--- config.mk ---
export PLATFORM = sky130hd
export DESIGN_NAME = byte_format_expander
export DESIGN_NICKNAME = d
export VERILOG_FILES = /design/src/design/bfe_pkg.sv /design/src/design/byte_format_expander.sv /design/src/design/bfe_front.sv /design/src/design/bfe_queue.sv /design/src/design/bfe_back.sv
export SDC_FILE = /design/constraint.sdc
export NUM_CORES = 1
export LEC_CHECK = 0
export BUFFER_PORTS_ARGS = -buffer_cell sky130_fd_sc_hd__buf_2
export CELL_PAD_IN_SITES_DETAIL_PLACEMENT = 1
export CELL_PAD_IN_SITES_GLOBAL_PLACEMENT = 1
export CORE_AREA = 2 2 77 153
export CTS_CLUSTER_DIAMETER = 80
export DETAILED_ROUTE_END_ITERATION = 8
export DIE_AREA = 0 0 79 155
export GPL_TIMING_DRIVEN = 0
export PLACE_DENSITY = 0.93
export SYNTH_ARGS = -nofsm -noshare
export SYNTH_HDL_FRONTEND = slang
export SYNTH_SLANG_ARGS = --single-unit
--- constraint.sdc ---
create_clock -name clk -period 16.65 [get_ports clk]
set_clock_uncertainty 0.15 [all_clocks]
set_input_delay 3.33 -clock clk [delete_from_list [all_inputs] [get_ports clk]]
set_output_delay 3.33 -clock clk [all_outputs]
set_load 0.02 [all_outputs]
--- src/design/bfe_pkg.sv ---
package bfe_pkg;

  localparam int unsigned CharW  = 8;
  localparam int unsigned DigitW = 4;
  localparam int unsigned QDepth = 4;
  localparam int unsigned QPtrW  = $clog2(QDepth);
  localparam int unsigned RunIdxW = 3;

  localparam logic [CharW-1:0] ChNul     = 8'h00;
  localparam logic [CharW-1:0] ChPercent = 8'h25;
  localparam logic [CharW-1:0] ChBang    = 8'h21;
  localparam logic [CharW-1:0] ChMinus   = 8'h2D;
  localparam logic [CharW-1:0] ChSpace   = 8'h20;
  localparam logic [CharW-1:0] ChZero    = 8'h30;
  localparam logic [CharW-1:0] ChOne     = 8'h31;
  localparam logic [CharW-1:0] ChLowD    = 8'h64;
  localparam logic [CharW-1:0] ChLowU    = 8'h75;
  localparam logic [CharW-1:0] ChLowB    = 8'h62;
  localparam logic [CharW-1:0] ChLowC    = 8'h63;

  // Kind of run the back end has to emit for one queued command.
  typedef enum logic [1:0] {
    OP_LIT  = 2'd0,  // one character
    OP_SDEC = 2'd1,  // sign character, then three digits
    OP_UDEC = 2'd2,  // three digits
    OP_BIN  = 2'd3   // eight bits, MSB first
  } cmd_op_t;

  typedef struct packed {
    cmd_op_t           op;
    logic [CharW-1:0]  ch;   // literal, sign character, or value for binary
    logic [DigitW-1:0] d2;   // hundreds
    logic [DigitW-1:0] d1;   // tens
    logic [DigitW-1:0] d0;   // ones
  } cmd_t;

  typedef struct packed {
    logic full;
    logic empty;
  } q_status_t;

endpackage

--- src/design/byte_format_expander.sv ---
// Format expander: one format-string character per input transfer, with an
// 8-bit value for conversions; emits the expanded characters one per output
// transfer. out_last_of_run marks the final character caused by an input.
//   input : in_valid/in_ready, in_fmt_char, in_value
//   output: out_valid/out_ready, out_char, out_last_of_run
// '%' arms an escape and emits nothing; NUL ends a string and emits nothing.
// Conversions: d (sign + 3 digits), u (3 digits), b (8 bits), c, %, else '!'.
// Structure: front end classifies and turns the value into decimal digits,
// a 4-entry command queue decouples it from the back end, which walks each
// command's run and drives a registered output stage.
// An input's first character passes through the queue, then the output register.
// Throughput: one character per cycle while out_ready is high, bounded by
// the back end output register; plain characters then sustain one input
// per cycle; an expansion of N characters (N = 1, 3, 4 or 8) holds the
// back end for its run, the queue taking inputs until it holds four commands.
// A stalled receiver holds the output register; in_ready drops only when
// the queue is full. Synchronous reset empties the queue, clears the output
// valid and the escape flag.
module byte_format_expander (
  input  logic                      clk,
  input  logic                      rst_n,
  input  logic                      in_valid,
  output logic                      in_ready,
  input  logic [bfe_pkg::CharW-1:0] in_fmt_char,
  input  logic [bfe_pkg::CharW-1:0] in_value,
  output logic                      out_valid,
  input  logic                      out_ready,
  output logic [bfe_pkg::CharW-1:0] out_char,
  output logic                      out_last_of_run
);

  bfe_pkg::q_status_t q_status;
  bfe_pkg::cmd_t      push_cmd;
  bfe_pkg::cmd_t      head;
  logic               push;
  logic               pop;

  bfe_front u_front (
    .clk         (clk),
    .rst_n       (rst_n),
    .in_valid    (in_valid),
    .in_ready    (in_ready),
    .in_fmt_char (in_fmt_char),
    .in_value    (in_value),
    .q_status    (q_status),
    .push        (push),
    .push_cmd    (push_cmd)
  );

  bfe_queue u_queue (
    .clk      (clk),
    .rst_n    (rst_n),
    .push     (push),
    .push_cmd (push_cmd),
    .pop      (pop),
    .head     (head),
    .status   (q_status)
  );

  bfe_back u_back (
    .clk             (clk),
    .rst_n           (rst_n),
    .head            (head),
    .q_status        (q_status),
    .pop             (pop),
    .out_valid       (out_valid),
    .out_ready       (out_ready),
    .out_char        (out_char),
    .out_last_of_run (out_last_of_run)
  );

endmodule

--- src/design/bfe_front.sv ---
module bfe_front (
  input  logic                       clk,
  input  logic                       rst_n,
  input  logic                       in_valid,
  output logic                       in_ready,
  input  logic [bfe_pkg::CharW-1:0]  in_fmt_char,
  input  logic [bfe_pkg::CharW-1:0]  in_value,
  input  bfe_pkg::q_status_t         q_status,
  output logic                       push,
  output bfe_pkg::cmd_t              push_cmd
);

  logic                      esc_r;
  logic                      esc_nxt;
  logic                      xfer;
  logic                      emit;
  logic [bfe_pkg::CharW-1:0] mag;
  logic [1:0]                hund;
  logic [6:0]                rest;
  logic [14:0]               tens_prod;
  logic [3:0]                tens;
  logic [6:0]                tens_x10;
  logic [6:0]                ones;
  bfe_pkg::cmd_t             cmd;

  assign in_ready = !q_status.full;
  assign xfer     = in_valid && in_ready;

  // Decimal digits of the magnitude; two's complement for signed form.
  always_comb begin
    if (in_fmt_char == bfe_pkg::ChLowD && in_value[7]) begin
      mag = ~in_value + 8'd1;
    end else begin
      mag = in_value;
    end
    if (mag >= 8'd200) begin
      hund = 2'd2;
      rest = 7'(mag - 8'd200);
    end else if (mag >= 8'd100) begin
      hund = 2'd1;
      rest = 7'(mag - 8'd100);
    end else begin
      hund = 2'd0;
      rest = mag[6:0];
    end
    // x/10 == (x*205)>>11 for x < 100
    tens_prod = 15'(rest) * 15'd205;
    tens      = tens_prod[14:11];
    tens_x10  = 7'({3'd0, tens} * 7'd10);
    ones      = rest - tens_x10;
  end

  always_comb begin
    esc_nxt  = esc_r;
    emit     = 1'b0;
    cmd.op   = bfe_pkg::OP_LIT;
    cmd.ch   = in_fmt_char;
    cmd.d2   = {2'd0, hund};
    cmd.d1   = tens;
    cmd.d0   = ones[3:0];
    if (!esc_r) begin
      if (in_fmt_char == bfe_pkg::ChPercent) begin
        esc_nxt = 1'b1;
      end else if (in_fmt_char != bfe_pkg::ChNul) begin
        emit = 1'b1;
      end
    end else begin
      esc_nxt = 1'b0;
      emit    = 1'b1;
      case (in_fmt_char)
        bfe_pkg::ChLowD: begin
          cmd.op = bfe_pkg::OP_SDEC;
          cmd.ch = in_value[7] ? bfe_pkg::ChMinus : bfe_pkg::ChSpace;
        end
        bfe_pkg::ChLowU: begin
          cmd.op = bfe_pkg::OP_UDEC;
        end
        bfe_pkg::ChLowB: begin
          cmd.op = bfe_pkg::OP_BIN;
          cmd.ch = in_value;
        end
        bfe_pkg::ChLowC: begin
          cmd.ch = in_value;
        end
        bfe_pkg::ChPercent: begin
          cmd.ch = bfe_pkg::ChPercent;
        end
        default: begin
          cmd.ch = bfe_pkg::ChBang;  // unknown conversion or end after percent
        end
      endcase
    end
  end

  assign push     = xfer && emit;
  assign push_cmd = cmd;

  always_ff @(posedge clk) begin
    if (!rst_n) begin
      esc_r <= 1'b0;
    end else if (xfer) begin
      esc_r <= esc_nxt;
    end
  end

endmodule

--- src/design/bfe_queue.sv ---
module bfe_queue (
  input  logic               clk,
  input  logic               rst_n,
  input  logic               push,
  input  bfe_pkg::cmd_t      push_cmd,
  input  logic               pop,
  output bfe_pkg::cmd_t      head,
  output bfe_pkg::q_status_t status
);

  bfe_pkg::cmd_t             mem [bfe_pkg::QDepth];
  logic [bfe_pkg::QPtrW-1:0] wr_ptr_r;
  logic [bfe_pkg::QPtrW-1:0] rd_ptr_r;
  logic [bfe_pkg::QPtrW:0]   count_r;
  logic [bfe_pkg::QPtrW:0]   count_nxt;

  assign status.full  = (count_r == (bfe_pkg::QPtrW+1)'(bfe_pkg::QDepth));
  assign status.empty = (count_r == '0);
  assign head         = mem[rd_ptr_r];

  always_comb begin
    count_nxt = count_r;
    if (push && !pop) begin
      count_nxt = count_r + 1'b1;
    end else if (pop && !push) begin
      count_nxt = count_r - 1'b1;
    end
  end

  always_ff @(posedge clk) begin
    if (push) begin
      mem[wr_ptr_r] <= push_cmd;
    end
  end

  always_ff @(posedge clk) begin
    if (!rst_n) begin
      wr_ptr_r <= '0;
      rd_ptr_r <= '0;
      count_r  <= '0;
    end else begin
      if (push) begin
        wr_ptr_r <= wr_ptr_r + 1'b1;
      end
      if (pop) begin
        rd_ptr_r <= rd_ptr_r + 1'b1;
      end
      count_r <= count_nxt;
    end
  end

endmodule

--- src/design/bfe_back.sv ---
module bfe_back (
  input  logic                      clk,
  input  logic                      rst_n,
  input  bfe_pkg::cmd_t             head,
  input  bfe_pkg::q_status_t        q_status,
  output logic                      pop,
  output logic                      out_valid,
  input  logic                      out_ready,
  output logic [bfe_pkg::CharW-1:0] out_char,
  output logic                      out_last_of_run
);

  logic [bfe_pkg::RunIdxW-1:0] idx_r;
  logic [bfe_pkg::RunIdxW-1:0] last_idx;
  logic                        out_valid_r;
  logic [bfe_pkg::CharW-1:0]   out_char_r;
  logic                        out_last_r;
  logic [bfe_pkg::CharW-1:0]   char_sel;
  logic [bfe_pkg::DigitW-1:0]  digit;
  logic [bfe_pkg::RunIdxW-1:0] bit_pos;
  logic                        load;
  logic                        take;
  logic                        is_last;

  always_comb begin
    digit    = head.d0;
    bit_pos  = ~idx_r;  // 7 - idx
    char_sel = head.ch;
    last_idx = '0;
    case (head.op)
      bfe_pkg::OP_LIT: begin
        last_idx = 3'd0;
      end
      bfe_pkg::OP_SDEC: begin
        last_idx = 3'd3;
        case (idx_r)
          3'd1:    digit = head.d2;
          3'd2:    digit = head.d1;
          default: digit = head.d0;
        endcase
        char_sel = (idx_r == 3'd0) ? head.ch : (bfe_pkg::ChZero | {4'd0, digit});
      end
      bfe_pkg::OP_UDEC: begin
        last_idx = 3'd2;
        case (idx_r)
          3'd0:    digit = head.d2;
          3'd1:    digit = head.d1;
          default: digit = head.d0;
        endcase
        char_sel = bfe_pkg::ChZero | {4'd0, digit};
      end
      bfe_pkg::OP_BIN: begin
        last_idx = 3'd7;
        char_sel = head.ch[bit_pos] ? bfe_pkg::ChOne : bfe_pkg::ChZero;
      end
      default: begin
        last_idx = 3'd0;
      end
    endcase
  end

  assign load    = !out_valid_r || out_ready;
  assign take    = load && !q_status.empty;
  assign is_last = (idx_r == last_idx);
  assign pop     = take && is_last;

  always_ff @(posedge clk) begin
    if (take) begin
      out_char_r <= char_sel;
      out_last_r <= is_last;
    end
  end

  always_ff @(posedge clk) begin
    if (!rst_n) begin
      out_valid_r <= 1'b0;
      idx_r       <= '0;
    end else begin
      if (load) begin
        out_valid_r <= !q_status.empty;
      end
      if (take) begin
        idx_r <= is_last ? '0 : idx_r + 1'b1;
      end
    end
  end

  assign out_valid       = out_valid_r;
  assign out_char        = out_char_r;
  assign out_last_of_run = out_last_r;

endmodule

==> summary.md, run 1 <==
| Metric | Value |
|---|---|
| Sequential cell area | 2950 um2 |
| Async SR Flop Fraction | 0% |
| Initial DRC Count | 236 |
| RSZ-0062 raised after global routing | false |
| Final Util | 58.9% |
| Initial antenna violation count | 0 |
| Final setup fails | 0 |
| Worst Setup Path Type | in2reg |
| Delay-heaviest family, CP | adder cells |
| Pin count of the biggest net entering global routing | 21 |
| Slew @ Worst Pin | 1350 ps |
| Routed length per instance | between 20 and 25 um |
| H-tree lvl count | 3 |
| Share of cells above drive strength 1 | 16.7% |
| Min-Delay Path Depth | 2 |
| Post-CTS setup buffers | 0 |
| Net switching power | 409 uW |
| Final Non-Filler Cells | 651 |
| Switching portion of total power | a little under two fifths |
| CP arrival | 11,100 ps |
| Worst r2r path cells | 14 |
| Drt drc | 0 |
| Crit path largest cell delay | 630 ps |
| Fin area | ~6600 um2 |
| Post-route ant nets | 0 |
| Int Power | 695 uW |
| Number of synthesized register bits | 103 |
| Syn Std Cell Area | 5950 um2 |
| Port bufs | 29 |
| GP Congestion | 0.897 |
| WP buf/inv | 7 |
| Post-Synthesis Cells | between 400 and 500 |
| Place WS | just over 5000 ps |
| Tmin final | 11,180 ps |
| Share of the synthesized area in the top cell type | between 40 and 50% |
| DRT Pass-1 Iters | 4 |
| Aggregate global routing overflow | 0 |
| Initial Util | 53.3% |
| Total CTS buffers | 9 |
| Final HPWL DP | around 11,000 um |
| Hold Path Class | reg2reg |
| Final Hold Vio Count | 0 |
| Total wire length | 13,900 um |
| Status | finished, final reports clean |
| Synthesis warning total | 0 |
| Highest Clock Rate | 89.4 MHz |
| Seq/Total Area, Yosys | 49.7% |
| Post-synth top area cell | edfxtp_1 |
| Post-synth cell types | 61 |
| Vias/cell | around 6.0 |
| First-pass GRT wire length | 22,900 um |
| Layout Nets | 577 |
| Most used cell, CP | inv_1 |
| Cts hold-fix bufs | 0 |
| CTS tree | built |
| Critical path's slowest cell | xor2_1 |
| Critical path peak fanout | 8 |
| Hold EP | u_back.out_valid$_SDFFE_PN0N_ |
| Vias in the first global route | 4,431 |
| Count of final max-slew check failures | 0 |
| Relative slew slack | about a tenth |
| Total GRT Usage | around a quarter |
| Most frequent cells in the layout | edfxtp_1 (89), ha_1 (43), inv_1 (41) |
| Die area | 12,200 um2 |
| Worst setup margin | 5470 ps |
| Clock sink total | 103 |
| Clock Path Buffers | 2 |
| Power share of the combinational group | 44.6% |
| Setup crit end kind | flop |
| Die H | 155 um |
| Placed cells | 635 |
| FILL cells | 1,169 |
| R2r setup slk | 12,430 ps |
| Critical Path RT | about 17,000 ps |
| Worst setup SP type | primary input |
| Layout area overhead | 10.4% |
| Setup TNS | 0 ps |
| Syn_nets | 537 |
| Via count | 3,899 |
| Avg Cell Area, Syn | 12.8 um2 |
| Site Rows | 55 |
| Commonest non-fill, non-tap cell in the layout | edfxtp_1 |
| Worst Setup SP | in_fmt_char[3] |
| Tightest hold margin | ~370 ps |
| Clk pin slew, worst setup/hold paths | 80 ps |
| Chip width | approximately 79 um |
| N_diodes | 0 |
| Pleak | about 2.6 nW |
| R2r endpoint | u_queue.count_r[2]$_SDFFE_PN0P_ |
| Power Dens Cells | between 150 and 200 nW/um2 |
| Core area | 11,100 um2 |
| # IOs | 31 |
| Prevailing post-synth register cell | edfxtp_1 |
| Synth area leaders | edfxtp_1 (45%), ha_1 (9.0%), mux4_2 (8.3%) |
| Clock Latency Late Sink | ~350 ps |
| Crit share post-route | 67.2% |
| CTS Root Cell | clkbuf_16 |
| Resized Gates After CTS | 0 |
| Max Cap Viol | 0 |
| Post-synth EDFFs | 89 |
| Total Power | between 1 and 1.5 mW |
| Clock power share | 19.0% |
| Multi-input gate area | 2790 um2 |
| Reg power frac | 36.4% |
| Hold path start | u_back.out_valid$_SDFFE_PN0N_ |
| Placed Area | 6270 um2 |
| Max IR drop VDD | 0.0822 mV |
==> worst register-to-register path, delay by kind of cell (launching register included) <==
| kind | cells | cell delay (ps) |
|---|---|---|
| multiplexers | 1 | 630 |
| AO/OA/AOI/OAI | 4 | 590 |
| buffers and inverters | 3 | 960 |
| adder cells (fa/ha/maj) | 2 | 610 |
| XOR/XNOR | 1 | 180 |
| AND/OR/NAND/NOR | 3 | 670 |
| flip-flops | 1 | 360 |
==> worst max-delay path by stage <==
stage,to,slack [ps],depth (start not counted)
after global routing,u_queue.mem[0][3]$_DFFE_PP_,4860,32
after detailed placement,u_queue.mem[2][3]$_DFFE_PP_,5090,32
after global placement,u_queue.mem[0][3]$_DFFE_PP_,5380,32
after CTS,u_queue.mem[0][3]$_DFFE_PP_,5450,32
after floorplan,u_queue.mem[0][3]$_DFFE_PP_,6240,32
final,u_queue.mem[0][3]$_DFFE_PP_,5470,33
==> synth_stat cells, types with 4 or more instances <==
cell type / number
a21o_1: 7
a21oi_1: 20
a22oi_1: 7
a31oi_1: 4
and2_1: 14
clkbuf_1: 10
dfxtp_1: 14
edfxtp_1: 89
fa_1: 10
ha_1: 43
inv_1: 41
mux2i_1: 5
mux4_2: 22
nand2_1: 19
nand2b_1: 5
nand3_1: 10
nand4_1: 4
nor2_1: 30
nor2b_1: 8
nor3_1: 6
o21a_1: 5
o21ai_0: 10
or3_1: 5
xnor2_1: 12
xor2_1: 10
==> power by group through the flow <==
| stage | Clock (mW) | Combinational (mW) | Sequential, mW |
|---|---|---|---|
| 2_1_floorplan | 0 | 0.337 | 0.414 |
| 3_3_place_gp | 0 | 0.447 | 0.399 |
| 3_5_place_dp | 0 | 0.492 | 0.408 |
| 4_1_cts | 0.212 | 0.499 | 0.403 |
| 5_1_grt | 0.220 | 0.544 | 0.406 |
| 6_report | 0.210 | 0.493 | 0.402 |
==> per-layer routing <==
metal | vias up | part of all wire (%) | GRT usage (%)
li1 | 1801 | - | -
met1 | 1980 | 37 | 26.4
met2 | 93 | 58 | 47.5
met3 | 25 | 2.9 | 3.19
met4 | 0 | 2.7 | 11.4
met5 | - | 0 | 0
==> cells by family after synthesis <==
kind of cell               count (synthesis)  synth area share (%)
muxes                                     29                  9.55
buffers and inverters                     55                  3.51
DFF                                      103                  49.7
AOI/OAI and AO/OA                         79                  9.26
adders and majority gates                 54                  12.6
and+or+nand+nor                          118                  11.0
xor gates and xnor gates                  26                  4.44
==> layout make-up <==
class	count	area share, %
plain buffers	13	0.781
clock buffers	10	3.81
clock inverters	6	0.724
inverters	42	2.40
multi-input cells	306	42.4
flip-flops and latches	103	45.0
well taps	142	2.71
repair buffers	29	2.21
==> registers in the layout, indices dropped and copies added, names as in the netlist, named ones only <==
| signal | flops |
|---|---|
| u_back.out_valid | 1 |
| u_queue.wr_ptr_r | 2 |
| u_queue.count_r | 3 |
| u_back.out_last_of_run | 1 |
| u_front.esc_r | 1 |
| u_back.out_char | 8 |
| u_queue.mem | 80 |
| u_back.idx_r | 3 |
| u_queue.rd_ptr_r | 2 |
Power figures use the tool's default switching activity.
==> inputs of run 2 (changes only) <==
--- a/config.mk
+++ b/config.mk
@@ -5,15 +5,16 @@
 export SDC_FILE = /design/constraint.sdc
 export NUM_CORES = 1
 export LEC_CHECK = 0
+export ABC_AREA = 1
 export BUFFER_PORTS_ARGS = -buffer_cell sky130_fd_sc_hd__buf_2
 export CELL_PAD_IN_SITES_DETAIL_PLACEMENT = 1
 export CELL_PAD_IN_SITES_GLOBAL_PLACEMENT = 1
-export CORE_AREA = 2 2 77 153
+export CORE_AREA = 2 2 87 173
 export CTS_CLUSTER_DIAMETER = 80
 export DETAILED_ROUTE_END_ITERATION = 8
-export DIE_AREA = 0 0 79 155
+export DIE_AREA = 0 0 89 175
 export GPL_TIMING_DRIVEN = 0
-export PLACE_DENSITY = 0.93
+export PLACE_DENSITY = 0.84
 export SYNTH_ARGS = -nofsm -noshare
 export SYNTH_HDL_FRONTEND = slang
 export SYNTH_SLANG_ARGS = --single-unit
==> constraint.sdc (replaced) <==
create_clock -name clk -period 9.93 [get_ports clk]
set_clock_uncertainty 0.15 [all_clocks]
set_input_delay 1.986 -clock clk [delete_from_list [all_inputs] [get_ports clk]]
set_output_delay 1.986 -clock clk [all_outputs]
set_load 0.02 [all_outputs]
==> run 2 against run 1 <==
Against the previous run:
- final cell count increased by 37%
- worst hold slack lost 38 ps
- sequential cell count stayed put
- largest cell class unchanged
- die area up 27%
- utilization fell by 11 points
- synthesized area grew 2.0%
- non-clock buffer count rose by 5
- critical path type unchanged
==> summary.md, run 2 <==
| Metric | Value |
|---|---|
| Via count | 4,839 |
| N_diodes | 0 |
| Slew @ Worst Pin | 757 ps |
| Final setup fails | 0 |
| Top reg by flops | u_queue.mem |
| Relative slew slack | 49.4% |
| Clock sink total | around 100 |
| Die area | 15,600 um2 |
| FILL cells | between 1,500 and 2,000 |
| Crit share post-route | 89.2% |
| Chip width | 89 um |
| Post-synth cell types | 45 |
| Share of the synthesized area in the top cell type | 44.1% |
| Crit path largest cell delay | 480 ps |
| Post-Synthesis Cells | 651 |
| Commonest non-fill, non-tap cell in the layout | nand2_1 |
| Vias in the first global route | 5,386 |
| Resized Gates After CTS | 0 |
| Post-synth EDFFs | 89 |
| Total GRT Usage | approximately 22% |
| Worst setup SP type | primary input |
| DRT Pass-1 Iters | 5 |
| CP arrival | between 8000 and 9000 ps |
| H-tree lvl count | 3 |
| Core area | 14,300 um2 |
| Syn_nets | 724 |
| Aggregate global routing overflow | 0 |
| Pleak | 2.89 nW |
| Avg Cell Area, Syn | 9.32 um2 |
| Layout area overhead | 12.3% |
| GP Congestion | 0.936 |
| Tightest hold margin | 335 ps |
| Power Dens Cells | about 270 nW/um2 |
| Setup crit end kind | flop |
| Setup TNS | 0 ps |
| Layout Nets | 767 |
| Worst Setup Path Type | in2reg |
| Final Hold Vio Count | 0 |
| Placed Area | 6520 um2 |
| Post-route ant nets | 0 |
| Critical path's slowest cell | fa_1 |
| Initial DRC Count | roughly 370 |
| Prevailing post-synth register cell | edfxtp_1 |
| Worst setup margin | 1080 ps |
| Vias/cell | 5.43 |
| Commonest cells post-synth | nand2_1 (141), edfxtp_1 (89), inv_1 (80), nor2_1 (49), ha_1 (43) |
| Critical Path RT | between 9000 and 10,000 ps |
| Count of final max-slew check failures | 0 |
| Met1 Use GR | 20.3% |
| Highest Clock Rate | 113 MHz |
| Place WS | ~680 ps |
| Final HPWL DP | 12,800 um |
| Met3 Usage GRT | 2.65% |
| Share of cells above drive strength 1 | 12.9% |
| Drt drc | 0 |
| Post-synth top area cell | edfxtp_1 |
| Max reg flops | 80 |
| Cts hold-fix bufs | 0 |
| Min-Delay Path Depth | 2 |
| Initial antenna violation count | 0 |
| CTS tree | built |
| Site Rows | 62 |
| Clock Path Buffers | 2 |
| Async SR Flop Fraction | 0% |
| Total wire length | 15,800 um |
| Syn Std Cell Area | 6070 um2 |
| Die H | 175 um |
| R2r endpoint | u_queue.count_r[1]$_SDFFE_PN0P_ |
| Initial Util | 42.5% |
| Synthesis warning total | 0 |
| Fin area | 6810 um2 |
| Pin count of the biggest net entering global routing | 20 |
| Clk pin slew, worst setup/hold paths | ~70 ps |
| Total CTS buffers | 9 |
| Seq/Total Area, Yosys | 48.7% |
| Most numerous cell in the Yosys netlist | nand2_1 |
| # IOs | 31 |
| Critical path peak fanout | 8 |
| Port bufs | 28 |
| Crit path capture | u_queue.mem[2][3]$_DFFE_PP_ |
| Most used cell, CP | nand2_1 |
| Met2 Use GR | 44.1% |
| Top Usage Layer GRT | met2 |
| Worst r2r path cells | 13 |
| Worst Setup SP | in_value[0] |
| Number of synthesized register bits | between 100 and 150 |
| Max IR drop VDD | 0.118 mV |
| Synth area leaders | edfxtp_1 (44%), ha_1 (8.9%), nand2_1 (8.7%) |
| Most frequent cells in the layout | nand2_1 (141), edfxtp_1 (89), inv_1 (80) |
| Routed length per instance | 17.8 um |
| Tmin final | between 8000 and 9000 ps |
| Clock Latency Late Sink | about 360 ps |
| Post-CTS setup buffers | 0 |
| R2r setup slk | roughly 6200 ps |
| RSZ-0062 raised after global routing | false |
| First-pass GRT wire length | 26,200 um |
| CTS Root Cell | clkbuf_16 |
| Hold Path Class | reg2reg |
| Status | finished, final reports clean |
| Max Cap Viol | 0 |
==> run 2: changes by cell type after synthesis, sizes merged, moves of 11 or more <==
cell | before | now
a21oi | 20 | 34
and2 | 14 | 1
inv | 42 | 92
mux4 | 22 | 0
nand2 | 19 | 150
nand3 | 10 | 41
nor2 | 30 | 54
o21ai | 13 | 42
xnor2 | 15 | 4
==> run 2: critical path: cells and delay by family <==
| family | cells | cell delay [ps] |
|---|---|---|
| compound gates | 3 | 440 |
| simple gates | 21 | 2570 |
| fa+ha+maj | 9 | 2830 |
| buf+inv | 8 | 910 |
| xor+xnor | 1 | 160 |
==> run 2: cell families (layout without fill, tap and decap cells) <==
family          count (synthesis)  count (layout)  synth area share [%]
fa+ha+maj                      53              53                  12.2
flops                         103             103                  48.7
buf+inv                       108             156                  6.77
simple gates                  265             265                  19.3
compound gates                111             111                  11.3
xor+xnor                       11              11                  1.84
==> run 2: cell type report <==
cell class / instances / area, um2 / area share, %
multi-input combinational: 440 / 2720 / 39.9
buffer: 15 / 61.3 / 0.900
inverter: 93 / 349 / 5.12
clock buffer: 9 / 225 / 3.31
timing repair buffer: 32 / 200 / 2.94
clock inverter: 7 / 66.3 / 0.973
tap: 192 / 240 / 3.53
sequential: 103 / 2950 / 43.3
==> run 2: how the worst min path moves through the flow <==
| stage | slack [ps] | end | start |
|---|---|---|---|
| 6_report | 330 | flop | u_queue.rd_ptr_r[1]$_SDFFE_PN0P_ |
| 5_1_grt | 370 | u_queue.rd_ptr_r[1]$_SDFFE_PN0P_ | u_queue.rd_ptr_r[1]$_SDFFE_PN0P_ |
| 4_1_cts | 340 | u_queue.rd_ptr_r[1]$_SDFFE_PN0P_ | u_queue.rd_ptr_r[1]$_SDFFE_PN0P_ |
| 3_5_place_dp | 320 | flop | u_queue.rd_ptr_r[0]$_SDFFE_PN0P_ |
| 3_3_place_gp | 300 | u_queue.rd_ptr_r[0]$_SDFFE_PN0P_ | u_queue.rd_ptr_r[0]$_SDFFE_PN0P_ |
| 2_1_floorplan | 290 | flop | u_queue.rd_ptr_r[1]$_SDFFE_PN0P_ |
==> run 2: per-stage QoR <==
step                instances  util [%]  total power [mW]
finish                    891      47.7              1.87
global route              891      47.7              2.01
CTS                       891      47.7              1.88
detailed placement        875      45.7              1.53
global placement          871      45.2              1.45
floorplan                 651         -              1.26
==> run 2: metal layers <==
layer | vias up | share of wire, %
li1 | 2307 | -
met1 | 2368 | 34
met2 | 125 | 60
met3 | 39 | 2.3
met4 | 0 | 3.9
met5 | - | 0
==> run 2: power by group <==
| part | internal [mW] | total, mW | switching [mW] |
|---|---|---|---|
| registers | 0.632 | 0.667 | 0.0354 |
| clock network | 0.176 | 0.342 | 0.166 |
| logic | 0.273 | 0.857 | 0.584 |
==> inputs of run 3 (changes only) <==
--- a/config.mk
+++ b/config.mk
@@ -7,7 +7,7 @@
 export LEC_CHECK = 0
 export ABC_AREA = 1
 export BUFFER_PORTS_ARGS = -buffer_cell sky130_fd_sc_hd__buf_2
-export CELL_PAD_IN_SITES_DETAIL_PLACEMENT = 1
+export CELL_PAD_IN_SITES_DETAIL_PLACEMENT = 0
 export CELL_PAD_IN_SITES_GLOBAL_PLACEMENT = 1
 export CORE_AREA = 2 2 87 173
 export CTS_CLUSTER_DIAMETER = 80
==> run 3 against run 2 <==
Against the previous run:
- fmax is 2.4% higher
- clock power shrank 3%
- power fell by 2.6%
- global-route usage is 3.4 points lower
- combinational power shrank 3.7%
- final cell count increased by 0.11%
- register-to-register slack gained 150 ps
- critical endpoint is now u_queue.mem[0][3]$_DFFE_PP_
- highest routed layer unchanged
==> summary.md, run 3 (synthesized netlist as in run 2, its figures left out) <==
| Metric | Value |
|---|---|
| Drt drc | 0 |
| Setup crit end kind | flop |
| Top reg by flops | u_queue.mem |
| Min-Delay Path Depth | 1 |
| Port bufs | 28 |
| Chip width | a little under 90 um |
| Setup TNS | 0 ps |
| Initial Util | between 40% and 50% |
| Total wire length | 13,500 um |
| Layout Nets | about 770 |
| Hold Path Class | reg2reg |
| Crit path largest cell delay | 480 ps |
| Total CTS buffers | 9 |
| N_diodes | 0 |
| Reg power frac | 36.4% |
| Layout area overhead | 12.2% |
| Worst Setup Path Type | in2reg |
| Final HPWL DP | 10,900 um |
| Initial antenna violation count | 0 |
| Place WS | 890 ps |
| Total GRT Usage | 18.6% |
| Routed length per instance | 15.2 um |
| Status | finished, final reports clean |
| Clock Path Buffers | 2 |
| Vias/cell | 5.18 |
| Int Power | roughly 1.1 mW |
| GP Congestion | ~0.94 |
| Placed Area | around 6500 um2 |
| Post-route ant nets | 0 |
| Net switching power | 741 uW |
| Max Cap Viol | 0 |
| Hold path start | u_queue.rd_ptr_r[0]$_SDFFE_PN0P_ |
| Worst setup margin | between 1000 and 1500 ps |
| Post-CTS setup buffers | 0 |
| Multi-input gate area | 2710 um2 |
| Share of cells above drive strength 1 | 12.9% |
| Critical Path RT | 9980 ps |
| RSZ-0062 raised after global routing | false |
| CTS Root Cell | clkbuf_16 |
| Most frequent cells in the layout | nand2_1 (141), edfxtp_1 (89), inv_1 (80) |
| Highest Clock Rate | roughly 120 MHz |
| Placed cells | 875 |
| Die area | 15,600 um2 |
| Final Non-Filler Cells | a little under 900 |
| Initial DRC Count | 295 |
| Relative slew slack | 52.4% |
| Sequential cell area | around 3000 um2 |
| Clock Latency Late Sink | between 300 and 400 ps |
| Crit share post-route | 87.1% |
| Pin count of the biggest net entering global routing | 19 |
| Worst Setup SP | in_value[0] |
| Die H | 175 um |
| Crit path depth | 42 |
| Worst setup SP type | primary input |
| Vias in the first global route | 4,580 |
| Site Rows | 62 |
| Pleak | 2.89 nW |
| Critical path peak fanout | 8 |
| Delay-heaviest family, CP | adder cells |
| Count of final max-slew check failures | 0 |
| Critical path's slowest cell | fa_1 |
| Clock sink total | ~100 |
| Core area | 14,300 um2 |
| Max IR drop VDD | 0.119 mV |
| Clock power share | 18.2% |
| Final Hold Vio Count | 0 |
| Worst r2r path cells | 16 |
| Tmin final | 8650 ps |
| Fin area | 6800 um2 |
| Aggregate global routing overflow | 0 |
| DRT Pass-1 Iters | 5 |
| Clk pin slew, worst setup/hold paths | 70 ps |
| Resized Gates After CTS | 0 |
| WP buf/inv | 8 |
| Power share of the combinational group | 45.4% |
| Final Util | 47.7% |
| CTS tree | built |
| Power Dens Cells | 267 nW/um2 |
| Final setup fails | 0 |
| First-pass GRT wire length | between 20,000 and 25,000 um |
| CP arrival | 8700 ps |
| Cts hold-fix bufs | 0 |
| Via count | 4,624 |
| # IOs | 31 |
| Switching portion of total power | 40.7% |
| FILL cells | around 1,400 |
| Slew @ Worst Pin | 706 ps |
| Max reg flops | 80 |
| Commonest non-fill, non-tap cell in the layout | nand2_1 |
| H-tree lvl count | 3 |
| Most used cell, CP | nand2_1 |
-- run 3: final timing paths --
check / to / slack, ps
worst min register to register: u_queue.rd_ptr_r[0]$_SDFFE_PN0P_ / 330
worst max-delay path: u_queue.mem[0][3]$_DFFE_PP_ / 1280
worst max register to register: u_queue.count_r[2]$_SDFFE_PN0P_ / 6380
worst min-delay path: u_queue.rd_ptr_r[0]$_SDFFE_PN0P_ / 330
-- run 3: power groups by stage --
stage	Sequential, mW	Combinational (mW)	Clock [mW]
after floorplan	0.694	0.565	0
after global placement	0.671	0.779	0
after detailed placement	0.673	0.823	0
after CTS	0.663	0.830	0.337
after global routing	0.671	0.942	0.354
final	0.662	0.825	0.332
-- run 3: worst reg2reg max path: cells and delay by family, from the launching register on --
kind | cells | cell delay (ps)
AO/OA/AOI/OAI | 3 | 690
buffers and inverters | 4 | 670
flip-flops | 1 | 320
adder cells (fa/ha/maj) | 2 | 470
AND/OR/NAND/NOR | 7 | 1160
-- run 3: per-layer routing --
metal  share of wire [%]  up-vias  track usage [%]
met5                   0        -                0
li1                    -     2312                -
met2                  59       84             35.6
met4                 4.7        0             10.4
met3                 2.4       31             2.31
met1                  34     2197             18.2
-- run 3: metrics by stage --
step           total power [mW]  hold WS, ps
2_1_floorplan              1.26          292
3_3_place_gp               1.45          303
3_5_place_dp               1.50          312
4_1_cts                    1.83          329
5_1_grt                    1.97          344
6_report                   1.82          331
-- run 3: area by class of cell --
| class | count | share of cell area (%) |
|---|---|---|
| sequential | 103 | 43.4 |
| clock buffer | 9 | 3.31 |
| buffer | 15 | 0.901 |
| timing repair buffer | 33 | 3.05 |
| tap | 192 | 3.53 |
| inverter | 93 | 5.13 |
| multi-input combinational | 440 | 39.9 |
| clock inverter | 7 | 0.809 |
